[src/hdl/wmst_pkg.sv]
// Shared types and constants for the weekly mode schedule table.
// Used by wmst_dp, wmst_ctrl and weekly_mode_schedule_table_core; no dependencies.
`default_nettype none

package wmst_pkg;

    // Table geometry
    localparam int DAYS                = 7;
    localparam int ENTRIES_PER_DAY_DEF = 16;

    // Field widths
    localparam int DAY_W    = 3;
    localparam int HOUR_W   = 5;
    localparam int MINUTE_W = 6;
    localparam int MODE_W   = 4;
    localparam int KEY_W    = HOUR_W + MINUTE_W;
    localparam int CFG_IDX_W = 4;

    // Calendar limits
    localparam logic [DAY_W-1:0]    LAST_DAY   = DAY_W'(6);
    localparam logic [HOUR_W-1:0]   MAX_HOUR   = HOUR_W'(23);
    localparam logic [MINUTE_W-1:0] MAX_MINUTE = MINUTE_W'(59);

    // Operation codes
    localparam logic OP_TICK = 1'b0;
    localparam logic OP_ADD  = 1'b1;

    // Configuration register indexes
    localparam logic [CFG_IDX_W-1:0] CFG_UNKNOWN_MODE  = CFG_IDX_W'(0);
    localparam logic [CFG_IDX_W-1:0] CFG_FROSTFREE_MODE = CFG_IDX_W'(1);

    // Configuration reset values
    localparam logic [MODE_W-1:0] UNKNOWN_MODE_RST  = MODE_W'(7);
    localparam logic [MODE_W-1:0] FROSTFREE_MODE_RST = MODE_W'(1);

    typedef enum logic [2:0] {
        ST_OK       = 3'd0,
        ST_NOT_AUTO = 3'd1,
        ST_EMPTY    = 3'd2,
        ST_INVALID  = 3'd3,
        ST_FULL     = 3'd4
    } status_t;

    typedef struct packed {
        logic                operation;
        logic [DAY_W-1:0]    weekday;
        logic [HOUR_W-1:0]   hour;
        logic [MINUTE_W-1:0] minute;
        logic [MODE_W-1:0]   run_target;
        logic [MODE_W-1:0]   dhw_target;
        logic                auto_active;
    } in_t;

    typedef struct packed {
        status_t             status;
        logic [MODE_W-1:0]   run_mode;
        logic [MODE_W-1:0]   dhw_mode;
        logic                changed;
    } out_t;

    // One stored schedule entry
    typedef struct packed {
        logic [HOUR_W-1:0]   hour;
        logic [MINUTE_W-1:0] minute;
        logic [MODE_W-1:0]   run;
        logic [MODE_W-1:0]   dhw;
    } entry_t;

    typedef enum logic [3:0] {
        S_IDLE,
        S_DISPATCH,
        S_ADD_CHK,
        S_ADD_CMP,
        S_ADD_DONE,
        S_TICK_CHK,
        S_TICK_CMP,
        S_TICK_END
    } state_t;

    // Controller to datapath
    typedef struct packed {
        logic    load;
        logic    add_init;
        logic    rd_add;
        logic    wr_shift;
        logic    wr_new;
        logic    tick_init;
        logic    rd_tick;
        logic    tick_take;
        logic    day_back;
        logic    post;
        status_t post_code;
    } cmd_t;

    // Datapath to controller
    typedef struct packed {
        logic op_add;
        logic add_bad;
        logic day_bad;
        logic day_full;
        logic auto_on;
        logic idx_zero;
        logic idx_end;
        logic entry_le;
        logic found;
        logic week_done;
        logic res_free;
    } sts_t;

endpackage

`default_nettype wire

[src/hdl/weekly_mode_schedule_table_core.sv]
// Top level of the weekly mode schedule table: joins wmst_ctrl and wmst_dp.
// Depends on wmst_pkg, wmst_ctrl and wmst_dp.
`default_nettype none

// Weekly mode schedule table. Each input transfer is either an add, which inserts a
// timed entry into one weekday's sorted list, or a tick, which returns the run and
// hot-water modes in force at the given day and time; every input transfer yields
// exactly one result transfer. Items are handled one at a time through a single-port
// entry memory with registered read.
// - Add: reads the day's entries from the top down, comparing each with the new time
//   and moving each later entry up a slot, then writes the new entry into the free slot.
// - Tick: reads today's entries in order, taking each not later than the given time,
//   and stops at a later entry or the day's end; with nothing found it steps back one
//   whole day at a time, up to a full week. Each entry takes a memory read followed
//   by a compare.
// - Errors and the not-automatic case are answered without touching the memory.
// The input is ready again in the cycle after the result is posted. A new input
// transfer is taken while the previous result still waits at the output; a result not
// yet taken holds the next result back until it is transferred. There is no clearing
// pass after reset.
module weekly_mode_schedule_table_core #(
    parameter int ENTRIES_PER_DAY = wmst_pkg::ENTRIES_PER_DAY_DEF
) (
    input  wire logic                              clk,
    input  wire logic                              rst_n,
    input  wire logic                              in_valid,
    output logic                                   in_ready,
    input  wire wmst_pkg::in_t                     in_data,
    output logic                                   out_valid,
    input  wire logic                              out_ready,
    output wmst_pkg::out_t                         out_data,
    input  wire logic                              cfg_valid,
    output logic                                   cfg_ready,
    input  wire logic [wmst_pkg::CFG_IDX_W-1:0]    cfg_index,
    input  wire logic [wmst_pkg::MODE_W-1:0]       cfg_data
);

    wmst_pkg::cmd_t cmd;
    wmst_pkg::sts_t sts;

    // Configuration writes land at once
    assign cfg_ready = 1'b1;

    wmst_ctrl u_ctrl (
        .clk      (clk),
        .rst_n    (rst_n),
        .in_valid (in_valid),
        .in_ready (in_ready),
        .sts      (sts),
        .cmd      (cmd)
    );

    wmst_dp #(
        .EPD (ENTRIES_PER_DAY)
    ) u_dp (
        .clk       (clk),
        .rst_n     (rst_n),
        .in_data   (in_data),
        .cfg_valid (cfg_valid),
        .cfg_index (cfg_index),
        .cfg_data  (cfg_data),
        .cmd       (cmd),
        .sts       (sts),
        .out_ready (out_ready),
        .out_valid (out_valid),
        .out_data  (out_data)
    );

    // A result is posted only into a free output register
    a_post_free: assert property (@(posedge clk) disable iff (!rst_n)
        cmd.post |-> (!out_valid || out_ready))
        else $error("result posted over a pending result");

    // A result is posted only while an item is in progress
    a_post_busy: assert property (@(posedge clk) disable iff (!rst_n)
        cmd.post |-> !in_ready)
        else $error("result posted with no item in progress");

    // Output valid rises only after a post
    a_valid_src: assert property (@(posedge clk) disable iff (!rst_n)
        $rose(out_valid) |-> $past(cmd.post))
        else $error("output valid without a posted result");

    // Memory never written and read in the same cycle
    a_mem_port: assert property (@(posedge clk) disable iff (!rst_n)
        (cmd.wr_shift || cmd.wr_new) |-> !(cmd.rd_add || cmd.rd_tick))
        else $error("memory read and write in one cycle");

endmodule

`default_nettype wire

[src/hdl/wmst_dp.sv]
// Datapath of the weekly mode schedule table: entry memory, day counts, walk registers,
// configuration and the result register. Driven by wmst_ctrl; depends on wmst_pkg.
`default_nettype none

module wmst_dp #(
    parameter int EPD = wmst_pkg::ENTRIES_PER_DAY_DEF
) (
    input  wire logic                              clk,
    input  wire logic                              rst_n,
    input  wire wmst_pkg::in_t                     in_data,
    input  wire logic                              cfg_valid,
    input  wire logic [wmst_pkg::CFG_IDX_W-1:0]    cfg_index,
    input  wire logic [wmst_pkg::MODE_W-1:0]       cfg_data,
    input  wire wmst_pkg::cmd_t                    cmd,
    output wmst_pkg::sts_t                         sts,
    input  wire logic                              out_ready,
    output logic                                   out_valid,
    output wmst_pkg::out_t                         out_data
);

    localparam int CW    = $clog2(EPD + 1);
    localparam int DEPTH = wmst_pkg::DAYS * EPD;
    localparam int AW    = (DEPTH > 1) ? $clog2(DEPTH) : 1;
    localparam logic [AW-1:0] EPD_A = AW'(EPD);
    localparam logic [CW-1:0] EPD_C = CW'(EPD);
    localparam logic [wmst_pkg::DAY_W-1:0] FIRST_WALK_DAY = '0;
    localparam logic [wmst_pkg::DAY_W-1:0] LAST_WALK = wmst_pkg::DAY_W'(wmst_pkg::DAYS - 1);

    wmst_pkg::in_t                       item_reg;
    logic [wmst_pkg::DAY_W-1:0]          day_reg;
    logic [wmst_pkg::DAY_W-1:0]          day_next;
    logic [wmst_pkg::KEY_W-1:0]          now_reg;
    logic [wmst_pkg::KEY_W-1:0]          now_next;
    logic [CW-1:0]                       idx_reg;
    logic [CW-1:0]                       idx_next;
    logic [wmst_pkg::DAY_W-1:0]          walked_reg;
    logic [wmst_pkg::DAY_W-1:0]          walked_next;
    logic                                found_reg;
    logic                                found_next;
    logic [wmst_pkg::MODE_W-1:0]         run_reg;
    logic [wmst_pkg::MODE_W-1:0]         run_next;
    logic [wmst_pkg::MODE_W-1:0]         dhw_reg;
    logic [wmst_pkg::MODE_W-1:0]         dhw_next;
    logic [wmst_pkg::MODE_W-1:0]         last_run_reg;
    logic [wmst_pkg::MODE_W-1:0]         last_run_next;
    logic [wmst_pkg::MODE_W-1:0]         last_dhw_reg;
    logic [wmst_pkg::MODE_W-1:0]         last_dhw_next;
    logic [wmst_pkg::MODE_W-1:0]         unknown_reg;
    logic [wmst_pkg::MODE_W-1:0]         frost_reg;
    logic [CW-1:0]                       day_count_reg [wmst_pkg::DAYS];
    wmst_pkg::out_t                      res_reg;
    wmst_pkg::out_t                      res_next;
    logic                                res_valid_reg;
    logic                                res_valid_next;

    wmst_pkg::entry_t                    mem [DEPTH];
    wmst_pkg::entry_t                    rd_reg;
    wmst_pkg::entry_t                    wr_data;
    logic [AW-1:0]                       rd_addr;
    logic [AW-1:0]                       wr_addr;
    logic [CW-1:0]                       rd_idx;
    logic [AW-1:0]                       day_base;
    logic [CW-1:0]                       cnt_cur;
    logic                                mem_we;
    logic                                mem_re;

    // Count of the day under work; an invalid day reads as empty
    always_comb
    begin
        if (day_reg > wmst_pkg::LAST_DAY)
        begin
            cnt_cur = '0;
        end
        else
        begin
            cnt_cur = day_count_reg[day_reg];
        end
    end

    // Memory addressing: row base of the day plus the slot index
    always_comb
    begin
        day_base = AW'(day_reg) * EPD_A;
        rd_idx   = cmd.rd_add ? (idx_reg - 1'b1) : idx_reg;
        rd_addr  = AW'(day_base + AW'(rd_idx));
        wr_addr  = AW'(day_base + AW'(idx_reg));
        mem_we   = cmd.wr_shift | cmd.wr_new;
        mem_re   = cmd.rd_add | cmd.rd_tick;
        if (cmd.wr_shift)
        begin
            wr_data = rd_reg;
        end
        else
        begin
            wr_data.hour   = item_reg.hour;
            wr_data.minute = item_reg.minute;
            wr_data.run    = item_reg.run_target;
            wr_data.dhw    = item_reg.dhw_target;
        end
    end

    // Entry memory with registered read
    always_ff @(posedge clk)
    begin
        if (mem_we)
        begin
            mem[wr_addr] <= wr_data;
        end
        if (mem_re)
        begin
            rd_reg <= mem[rd_addr];
        end
    end

    // Status toward the controller
    always_comb
    begin
        sts.op_add    = (item_reg.operation == wmst_pkg::OP_ADD);
        sts.add_bad   = (item_reg.weekday > wmst_pkg::LAST_DAY)
                     || (item_reg.hour > wmst_pkg::MAX_HOUR)
                     || (item_reg.minute > wmst_pkg::MAX_MINUTE)
                     || (item_reg.run_target > unknown_reg)
                     || (item_reg.dhw_target > unknown_reg);
        sts.day_bad   = (item_reg.weekday > wmst_pkg::LAST_DAY);
        sts.day_full  = (cnt_cur >= EPD_C);
        sts.auto_on   = item_reg.auto_active;
        sts.idx_zero  = (idx_reg == '0);
        sts.idx_end   = (idx_reg >= cnt_cur);
        sts.entry_le  = ({rd_reg.hour, rd_reg.minute} <= now_reg);
        sts.found     = found_reg;
        sts.week_done = (walked_reg == LAST_WALK);
        sts.res_free  = !res_valid_reg || out_ready;
    end

    // Walk and result next-state logic
    always_comb
    begin
        day_next       = day_reg;
        now_next       = now_reg;
        idx_next       = idx_reg;
        walked_next    = walked_reg;
        found_next     = found_reg;
        run_next       = run_reg;
        dhw_next       = dhw_reg;
        last_run_next  = last_run_reg;
        last_dhw_next  = last_dhw_reg;
        res_next       = res_reg;
        res_valid_next = res_valid_reg;

        if (res_valid_reg && out_ready)
        begin
            res_valid_next = 1'b0;
        end

        // Latch day and time key of a new item
        if (cmd.load)
        begin
            day_next = in_data.weekday;
            now_next = {in_data.hour, in_data.minute};
        end

        // Start an insertion from the top of the day
        if (cmd.add_init)
        begin
            idx_next = cnt_cur;
        end

        // Move one entry up a slot
        if (cmd.wr_shift)
        begin
            idx_next = idx_reg - 1'b1;
        end

        // Start a walk over today
        if (cmd.tick_init)
        begin
            idx_next    = '0;
            walked_next = FIRST_WALK_DAY;
            found_next  = 1'b0;
            run_next    = unknown_reg;
            dhw_next    = unknown_reg;
        end

        // Take a past entry, keeping modes that are not the unknown code
        if (cmd.tick_take)
        begin
            if (rd_reg.run != unknown_reg)
            begin
                run_next = rd_reg.run;
            end
            if (rd_reg.dhw != unknown_reg)
            begin
                dhw_next = rd_reg.dhw;
            end
            found_next = 1'b1;
            idx_next   = idx_reg + 1'b1;
        end

        // Step back one day, whole day counts
        if (cmd.day_back)
        begin
            day_next    = (day_reg == '0) ? LAST_WALK : (day_reg - 1'b1);
            now_next    = {wmst_pkg::MAX_HOUR, wmst_pkg::MAX_MINUTE};
            idx_next    = '0;
            walked_next = walked_reg + 1'b1;
        end

        // Post the result and apply modes
        if (cmd.post)
        begin
            res_valid_next    = 1'b1;
            res_next.status   = cmd.post_code;
            res_next.run_mode = '0;
            res_next.dhw_mode = '0;
            res_next.changed  = 1'b0;
            if (cmd.post_code == wmst_pkg::ST_NOT_AUTO)
            begin
                res_next.run_mode = frost_reg;
                res_next.dhw_mode = frost_reg;
                last_run_next     = frost_reg;
                last_dhw_next     = frost_reg;
            end
            else if ((cmd.post_code == wmst_pkg::ST_OK)
                  && (item_reg.operation == wmst_pkg::OP_TICK))
            begin
                res_next.run_mode = run_reg;
                res_next.dhw_mode = dhw_reg;
                res_next.changed  = (run_reg != last_run_reg) || (dhw_reg != last_dhw_reg);
                last_run_next     = run_reg;
                last_dhw_next     = dhw_reg;
            end
        end
    end

    // Payload registers
    always_ff @(posedge clk)
    begin
        if (cmd.load)
        begin
            item_reg <= in_data;
        end
        day_reg <= day_next;
        now_reg <= now_next;
        idx_reg <= idx_next;
        run_reg <= run_next;
        dhw_reg <= dhw_next;
        res_reg <= res_next;
    end

    // Control and architectural state
    always_ff @(posedge clk or negedge rst_n)
    begin
        if (!rst_n)
        begin
            walked_reg    <= '0;
            found_reg     <= 1'b0;
            last_run_reg  <= wmst_pkg::UNKNOWN_MODE_RST;
            last_dhw_reg  <= wmst_pkg::UNKNOWN_MODE_RST;
            unknown_reg   <= wmst_pkg::UNKNOWN_MODE_RST;
            frost_reg     <= wmst_pkg::FROSTFREE_MODE_RST;
            res_valid_reg <= 1'b0;
            for (int d = 0; d < wmst_pkg::DAYS; d++)
            begin
                day_count_reg[d] <= '0;
            end
        end
        else
        begin
            walked_reg    <= walked_next;
            found_reg     <= found_next;
            last_run_reg  <= last_run_next;
            last_dhw_reg  <= last_dhw_next;
            res_valid_reg <= res_valid_next;
            if (cmd.wr_new)
            begin
                day_count_reg[day_reg] <= cnt_cur + 1'b1;
            end
            if (cfg_valid && (cfg_index == wmst_pkg::CFG_UNKNOWN_MODE))
            begin
                unknown_reg <= cfg_data;
            end
            if (cfg_valid && (cfg_index == wmst_pkg::CFG_FROSTFREE_MODE))
            begin
                frost_reg <= cfg_data;
            end
        end
    end

    assign out_valid = res_valid_reg;
    assign out_data  = res_reg;

endmodule

`default_nettype wire

[src/hdl/wmst_ctrl.sv]
// Sequencer of the weekly mode schedule table: steps insertion and the backward walk.
// Issues commands to wmst_dp and reads its status; depends on wmst_pkg.
`default_nettype none

module wmst_ctrl (
    input  wire logic              clk,
    input  wire logic              rst_n,
    input  wire logic              in_valid,
    output logic                   in_ready,
    input  wire wmst_pkg::sts_t    sts,
    output wmst_pkg::cmd_t         cmd
);

    wmst_pkg::state_t state_reg;
    wmst_pkg::state_t state_next;

    // Hold the state
    always_ff @(posedge clk or negedge rst_n)
    begin
        if (!rst_n)
        begin
            state_reg <= wmst_pkg::S_IDLE;
        end
        else
        begin
            state_reg <= state_next;
        end
    end

    // Next state
    always_comb
    begin
        state_next = state_reg;
        case (state_reg)
            wmst_pkg::S_IDLE:
            begin
                if (in_valid)
                begin
                    state_next = wmst_pkg::S_DISPATCH;
                end
            end
            wmst_pkg::S_DISPATCH:
            begin
                if (sts.op_add)
                begin
                    if (sts.add_bad || sts.day_full)
                    begin
                        if (sts.res_free)
                        begin
                            state_next = wmst_pkg::S_IDLE;
                        end
                    end
                    else
                    begin
                        state_next = wmst_pkg::S_ADD_CHK;
                    end
                end
                else if (sts.day_bad || !sts.auto_on)
                begin
                    if (sts.res_free)
                    begin
                        state_next = wmst_pkg::S_IDLE;
                    end
                end
                else
                begin
                    state_next = wmst_pkg::S_TICK_CHK;
                end
            end
            wmst_pkg::S_ADD_CHK:
            begin
                state_next = sts.idx_zero ? wmst_pkg::S_ADD_DONE : wmst_pkg::S_ADD_CMP;
            end
            wmst_pkg::S_ADD_CMP:
            begin
                state_next = sts.entry_le ? wmst_pkg::S_ADD_DONE : wmst_pkg::S_ADD_CHK;
            end
            wmst_pkg::S_ADD_DONE:
            begin
                if (sts.res_free)
                begin
                    state_next = wmst_pkg::S_IDLE;
                end
            end
            wmst_pkg::S_TICK_CHK:
            begin
                state_next = sts.idx_end ? wmst_pkg::S_TICK_END : wmst_pkg::S_TICK_CMP;
            end
            wmst_pkg::S_TICK_CMP:
            begin
                state_next = sts.entry_le ? wmst_pkg::S_TICK_CHK : wmst_pkg::S_TICK_END;
            end
            wmst_pkg::S_TICK_END:
            begin
                if (sts.found || sts.week_done)
                begin
                    if (sts.res_free)
                    begin
                        state_next = wmst_pkg::S_IDLE;
                    end
                end
                else
                begin
                    state_next = wmst_pkg::S_TICK_CHK;
                end
            end
            default:
            begin
                state_next = wmst_pkg::S_IDLE;
            end
        endcase
    end

    // Commands
    always_comb
    begin
        in_ready      = 1'b0;
        cmd           = '0;
        cmd.post_code = wmst_pkg::ST_OK;
        case (state_reg)
            wmst_pkg::S_IDLE:
            begin
                in_ready = 1'b1;
                cmd.load = in_valid;
            end
            wmst_pkg::S_DISPATCH:
            begin
                if (sts.op_add)
                begin
                    if (sts.add_bad)
                    begin
                        cmd.post      = sts.res_free;
                        cmd.post_code = wmst_pkg::ST_INVALID;
                    end
                    else if (sts.day_full)
                    begin
                        cmd.post      = sts.res_free;
                        cmd.post_code = wmst_pkg::ST_FULL;
                    end
                    else
                    begin
                        cmd.add_init = 1'b1;
                    end
                end
                else if (sts.day_bad)
                begin
                    cmd.post      = sts.res_free;
                    cmd.post_code = wmst_pkg::ST_INVALID;
                end
                else if (!sts.auto_on)
                begin
                    cmd.post      = sts.res_free;
                    cmd.post_code = wmst_pkg::ST_NOT_AUTO;
                end
                else
                begin
                    cmd.tick_init = 1'b1;
                end
            end
            wmst_pkg::S_ADD_CHK:
            begin
                cmd.wr_new = sts.idx_zero;
                cmd.rd_add = !sts.idx_zero;
            end
            wmst_pkg::S_ADD_CMP:
            begin
                cmd.wr_new   = sts.entry_le;
                cmd.wr_shift = !sts.entry_le;
            end
            wmst_pkg::S_ADD_DONE:
            begin
                cmd.post = sts.res_free;
            end
            wmst_pkg::S_TICK_CHK:
            begin
                cmd.rd_tick = !sts.idx_end;
            end
            wmst_pkg::S_TICK_CMP:
            begin
                cmd.tick_take = sts.entry_le;
            end
            wmst_pkg::S_TICK_END:
            begin
                if (sts.found)
                begin
                    cmd.post = sts.res_free;
                end
                else if (sts.week_done)
                begin
                    cmd.post      = sts.res_free;
                    cmd.post_code = wmst_pkg::ST_EMPTY;
                end
                else
                begin
                    cmd.day_back = 1'b1;
                end
            end
            default:
            begin
                cmd = '0;
            end
        endcase
    end

endmodule

`default_nettype wire

[config.mk]
export PLATFORM = sky130hd
export DESIGN_NAME = weekly_mode_schedule_table_core
export DESIGN_NICKNAME = d
export VERILOG_FILES = /design/src/hdl/wmst_pkg.sv /design/src/hdl/weekly_mode_schedule_table_core.sv /design/src/hdl/wmst_dp.sv /design/src/hdl/wmst_ctrl.sv
export SDC_FILE = /design/constraint.sdc
export NUM_CORES = 2
export LEC_CHECK = 0
export BUFFER_PORTS_ARGS = -buffer_cell sky130_fd_sc_hd__buf_4
export CORE_MARGIN = 8
export CORE_UTILIZATION = 55
export CTS_BUF_LIST = sky130_fd_sc_hd__clkbuf_4
export CTS_CLUSTER_SIZE = 28
export DETAILED_ROUTE_END_ITERATION = 10
export PLACE_DENSITY = 0.71
export SLEW_MARGIN = 5
export SYNTH_ARGS = -nofsm -noshare
export SYNTH_HDL_FRONTEND = slang
export SYNTH_SLANG_ARGS = --single-unit
[constraint.sdc]
create_clock -name clk -period 9.9 [get_ports clk]
set_input_delay 1.98 -clock clk [delete_from_list [all_inputs] [get_ports clk]]
set_output_delay 1.98 -clock clk [all_outputs]
set_load 0.01 [all_outputs]
### Yosys cells after proc, flatten, opt, wreduce, memory -nomap -nowiden

Memories as Yosys holds them, arrays and structs flattened. A register that Yosys moved wholly into a read port is not among the register bits.
Cells that the tools add are included.
W data, S select, Z words.

| storage, ports and cells | value |
|---|---|
| register bits | 123 |
| RAM bits | 2128 |
| bits of input ports | 37 |
| output and inout port bits | 15 |
| logic and storage cells | 177 |
| memories | 1 |

Memory list:

| name | words | bits a word | rd ports | clocked after Yosys merged registers in | wr ports | RTL line | text |
|---|---|---|---|---|---|---|---|
| u_dp.mem | 112 | 19 | 1 | 1 | 1 | wmst_dp.sv:56 | `wmst_pkg::entry_t mem [DEPTH];` |

| cells by class | value |
|---|---|
| $add $sub $neg | 7 |
| $lt $le $gt $ge | 11 |
| eq/ne operators | 15 |
| mux-type cells | 75 |
| bitwise logic cells | 5 |
| reductions and logical operators | 32 |

Operators by type and width:

| kind | count |
|---|---|
| $mux W4 | 22 |
| $mux W5 | 9 |
| $bwmux W35 | 1 |
| $pmux W4 S8 | 1 |
| $mux W1 | 25 |
| $mux W3 | 8 |
| $mux W19 | 1 |
| $eq A4 B3 Y1 const B | 4 |
| $ne A4 B4 Y1 | 4 |
| $bmux W5 S3 | 1 |
| $demux W5 S3 | 1 |
| $add A7 B5 Y7 | 2 |
| $le A11 B11 Y1 | 1 |
| $add A5 B1 Y5 const B | 2 |
| $reduce_bool A2 Y1 | 5 |
| $logic_or A1 B1 Y1 | 9 |
| $mux W9 | 1 |
| $eq A4 B1 Y1 const B | 2 |
| $eq A4 B2 Y1 const B | 2 |
| $gt A4 B4 Y1 | 2 |
| $logic_not A4 Y1 | 2 |
| $mux W8 | 1 |
| $gt A3 B3 Y1 const B | 2 |
| $gt A6 B6 Y1 const B | 1 |
| 25 further kinds | 36 |

### Longest topological paths before layout

| logic depth | value |
|---|---|
| depth in word-level cells | 14 |
| gate-level depth with buffers | 18 |
| mapped depth without buffers | 15 |

### By module

From an unflattened synthesis, not the netlist that was laid out.

| second synthesis, totals | value |
|---|---|
| cell total of the unflattened synthesis | 4264 |
| area total of the unflattened synthesis | 88808.9 µm² |

By module, submodules not included:

| module | instances | cells each | area an instance (µm²) | sequential area each (µm²) |
|---|---|---|---|---|
| wmst_dp | 1 | 4202 | 88347.2 | 67537.3 |
| wmst_ctrl | 1 | 60 | 450.4 | 100.1 |
| weekly_mode_schedule_table_core | 1 | 2 | 11.3 | 0.0 |

### Least setup slack after synthesis

Ideal clock, no wire load.

| timing path | value |
|---|---|
| kind | register to register |
| start | reg, netlist name u_dp.rd_reg[16] |
| end | mem u_dp.mem[0][0] in the netlist's numbering (data pin) |
| data arrival time | 6.168 ns |
| slack | 2.658 ns |
| cell stages (with the launch flop) | 8 |
| path buffers | 1 |
| clock period less this slack | 7.242 ns |
| cells stage by stage | edfxtp_1 ha_1 nand2_1 o41a_1 and3_1 a21boi_1 clkbuf_1 o21ai_0 |

RTL lines:

| item | RTL line |
|---|---|
| to (decl) | wmst_dp.sv:56 |

### Final worst setup path

| timing path | value |
|---|---|
| start | reg u_dp.idx_reg[0] |
| end | reg, netlist name u_dp.rd_reg[6] |

| between the ends | value |
|---|---|
| cells in the longest elaborated chain, start to end | 5 |

RTL lines:

| item | RTL line | text |
|---|---|---|
| from (decl) | wmst_dp.sv:34 | `logic [CW-1:0] idx_reg;` |
| from (signal assigned) | wmst_dp.sv:244 | `idx_reg <= idx_next;` |
| branches (longest 5 deep; another with $add A7 B5 Y7) | -- |  |

Several ways; the timed one is not identified.
A chain may end at the register's enable or synchronous reset.

==> results.sh <==
export IMPL_grt_pass1_vias=61841
export IMPL_tightest_slew_ns=1.38
export IMPL_viasPerCell=6.68
export IMPL_worst_slack_ns=3.47
export IMPL_clk_path_buf_depth=4
export IMPL_syn_area_um2=95700
export IMPL_drv_slew=0
export IMPL_arrival_ns=7.49
export IMPL_fillers=12844
export IMPL_path_buf_inv=4
export IMPL_ys_seq_area_share_pct=70.7
export IMPL_syn_avg_cell_area_um2=15.2
export IMPL_hold_violations=0
export IMPL_die_x_um=433
export IMPL_grt_max_degree=129
export IMPL_antenna_left=0
export IMPL_min_path_type="flop to flop"
export IMPL_cts_resized=0
export IMPL_setup_worst_path_class="flop to flop"
export IMPL_synth_nets=6387
export IMPL_syn2layout_area_growth_pct=11.5
export IMPL_largest_register_ffs=2128
export IMPL_ys_types=94
export IMPL_finalNonFillerCells=9442
export IMPL_cts_htree_levels=6
export IMPL_grt_first_pass_wirelength_mm=414
export IMPL_postCtsHoldBufs=0
export IMPL_antenna_found_initial=6
export IMPL_maxSlewHeadroom_pct=6.76
export IMPL_period_minus_slack_ns=6.43
export IMPL_dp_cells=8430
export IMPL_rows=153
export IMPL_grt_usage_pct=29.9
export IMPL_synth_ff_type="edfxtp_1"
export IMPL_nets=6771
export IMPL_postSynthCellCount=6314
export IMPL_cpLargestDelayFamily="buffers and inverters"
export IMPL_clk_latency_ns=1.43
export IMPL_die_h_um=433
export IMPL_end_kind="flop"
export IMPL_start_util_pct=55.2
export IMPL_drt_wl_total_mm=289
export IMPL_remaining_drc_errors=0
export IMPL_place_gp_congestion=0.918
export IMPL_synth_warnings=0
export IMPL_tns_ns=0
export IMPL_clkTransAtPathRegs_ns=0.06
export IMPL_run_status="completed"
export IMPL_numCtsBuffers=591
export IMPL_regArea_um2=67600
export IMPL_tritoncts="yes"
export IMPL_finClkSkew_ns=0.110
export IMPL_portBuffers=50
export IMPL_finish_utilization_pct=61.5
export IMPL_grt_setup_unrepaired="false"
export IMPL_dp_hpwl_mm=163
export IMPL_path_cells="clkinv_2 > ha_4 > nor4b_4 > buf_4 > nor3_4 > nor2_4 > buf_4 > buf_4 > mux2i_1 > a32oi_1 > a31o_2 > o311ai_1 > o311ai_1"
export IMPL_fp_dieArea_um2=188000
export IMPL_fmax_ghz=0.156
export IMPL_worstPathRequired_ns=10.97
export IMPL_multiInputGateArea_um2=26600
export IMPL_grt_ovfl_total=0
export IMPL_finalCritPeriodShare_pct=64.9
export IMPL_drt_iter0_drc=8781
export IMPL_post_cts_buffers=0
export IMPL_cpPeakStageDelay_ns=1.09
export IMPL_synth_enable_flop_cells=2186
export IMPL_crit_fanout=50
export IMPL_vdd_drop_max_mv=0.235
export IMPL_p_leak_nw=38.0
export IMPL_async_flop_share_pct=2.64
export IMPL_clock_sinks=2270
export IMPL_ioPinCount=52
export IMPL_max_cap_violations=0
export IMPL_drt_wirelength_per_cell_um=30.6
export IMPL_slowest_stage="o311ai_1"
export IMPL_crit_path_frequent_cell="buf_4"
export IMPL_firstDrtPassIters=8
export IMPL_drive_gt1_share_pct=22.0
export IMPL_p_per_area_nw_per_um2=218
export IMPL_synth_seq_cells=2270
export IMPL_cts_root_buf="clkbuf_4"
export IMPL_core_um2=173000
export IMPL_place_ws_ns=3.73
export IMPL_setup_viol=0
export IMPL_cp_start_kind="flop"
export IMPL_via_count=63053
==> where the power goes <==
group          switching [mW]  leakage, nW  internal [mW]
sequential             0.0883         20.6           10.6
clock                    3.78         4.42           4.33
combinational            2.92         12.9           1.50
==> worst paths after layout <==
| path | start | endpoint | slack, ns | depth (start not counted) |
|---|---|---|---|---|
| min in group asynchronous | rst_n | u_dp.day_count_reg[25] | 0.69 | 1 |
| setup reg to reg | u_dp.idx_reg[0] | u_dp.rd_reg[6] | 3.47 | 13 |
| setup / recovery | u_dp.idx_reg[0] | u_dp.rd_reg[6] | 3.47 | 13 |
| max in group asynchronous | rst_n | u_dp.day_count_reg[12] | 8.67 | 1 |
| hold / removal | u_dp.now_reg[9] | u_dp.now_reg[9] | 0.47 | 2 |
| hold reg to reg | u_dp.now_reg[9] | u_dp.now_reg[9] | 0.47 | 2 |
==> worst reg2reg max path, delay by kind of cell (launching register included) <==
kind,cells,cell delay [ns]
buffers and inverters,4,2.00
DFF,1,0.42
AOI/OAI and AO/OA,4,1.70
adders and majority gates,1,0.28
muxes,1,0.33
and+or+nand+nor,3,1.41
==> synthesized netlist by cell type (13+ instances only) <==
cell type / instances / area [µm²]
edfxtp_1: 2186 / 65600
mux2i_1: 676 / 6770
nand2_1: 602 / 2260
a21oi_1: 268 / 1340
o21ai_0: 211 / 1060
clkbuf_1: 195 / 732
nor2_1: 185 / 694
buf_2: 168 / 841
nand3_1: 164 / 821
mux2_2: 119 / 1340
o22ai_1: 103 / 644
a211oi_1: 94 / 706
mux4_2: 90 / 2030
a32oi_1: 79 / 692
nor2b_1: 69 / 432
and3_1: 68 / 425
a2111oi_0: 57 / 499
a31oi_1: 52 / 325
buf_1: 50 / 188
dfrtp_1: 50 / 1250
o221ai_1: 49 / 429
nor4_1: 48 / 300
inv_1: 47 / 176
nand4_1: 44 / 275
a311oi_1: 37 / 324
ha_1: 36 / 450
a21o_1: 33 / 248
a31o_2: 31 / 272
o211ai_1: 31 / 233
buf_4: 29 / 218
nor3_1: 28 / 140
a22o_1: 27 / 236
dfxtp_1: 24 / 480
a22oi_1: 23 / 173
a221oi_1: 19 / 166
o21a_1: 19 / 143
o31ai_1: 19 / 143
nand2b_1: 18 / 113
a32o_1: 16 / 160
or3_1: 16 / 100
o2111ai_1: 15 / 131
xor2_1: 14 / 123
a222oi_1: 13 / 130
o311ai_1: 13 / 114
xnor2_1: 13 / 114
==> per-stage QoR <==
stage	hold slack (ns)	total power, mW	cell area (µm²)
floorplan	0.436	13.7	95700
global placement	0.448	15.1	99300
detailed placement	0.458	15.2	99300
CTS	0.469	23.2	107000
global route	0.491	24.0	107000
finish	0.473	23.2	107000
==> placed cells by master (no fill, tap or decap), drive strengths merged, types with 68 or more instances in the layout <==
master / netlist / routed
o21ai: 219 / 219
a32oi: 79 / 79
edfxtp: 2186 / 2186
o22ai: 103 / 103
buf: 255 / 241
and3: 68 / 68
nor2: 191 / 191
mux2: 119 / 119
mux2i: 676 / 676
nor2b: 69 / 69
nand3: 164 / 164
a211oi: 94 / 94
nand2: 605 / 605
a21oi: 269 / 269
clkinv: 1 / 109
clkbuf: 195 / 861
mux4: 90 / 90
==> per-layer routing <==
layer  global-route usage (%)  up-vias  wire length (µm)
met5                        0        -                19
met4                     17.0        2             18000
met3                     8.55      943             37200
met2                     45.4     4667            129000
met1                     39.0    31205            104000
li1                         -    26236                 -
==> layout make-up <==
class | instances | area share (%)
flip-flops and latches | 2270 | 63.4
multi-input cells | 3545 | 25.0
inverters | 49 | 0.174
diodes | 14 | 0.0328
repair buffers | 241 | 1.79
clock inverters | 137 | 0.848
well taps | 2325 | 2.73
clock buffers | 861 | 6.06
==> kinds of logic (layout without fill, tap and decap cells) <==
group,Yosys count,in the layout,synth area share [%]
simple gates,1300,1300,6.34
flops,2270,2270,70.7
compound gates,1295,1295,9.33
xor+xnor,27,27,0.247
other cells,2,16,0.00785
buf+inv,499,1288,2.35
mux,885,885,10.6
fa+ha+maj,36,36,0.471
Note: power is estimated with default switching activity, not from simulation.
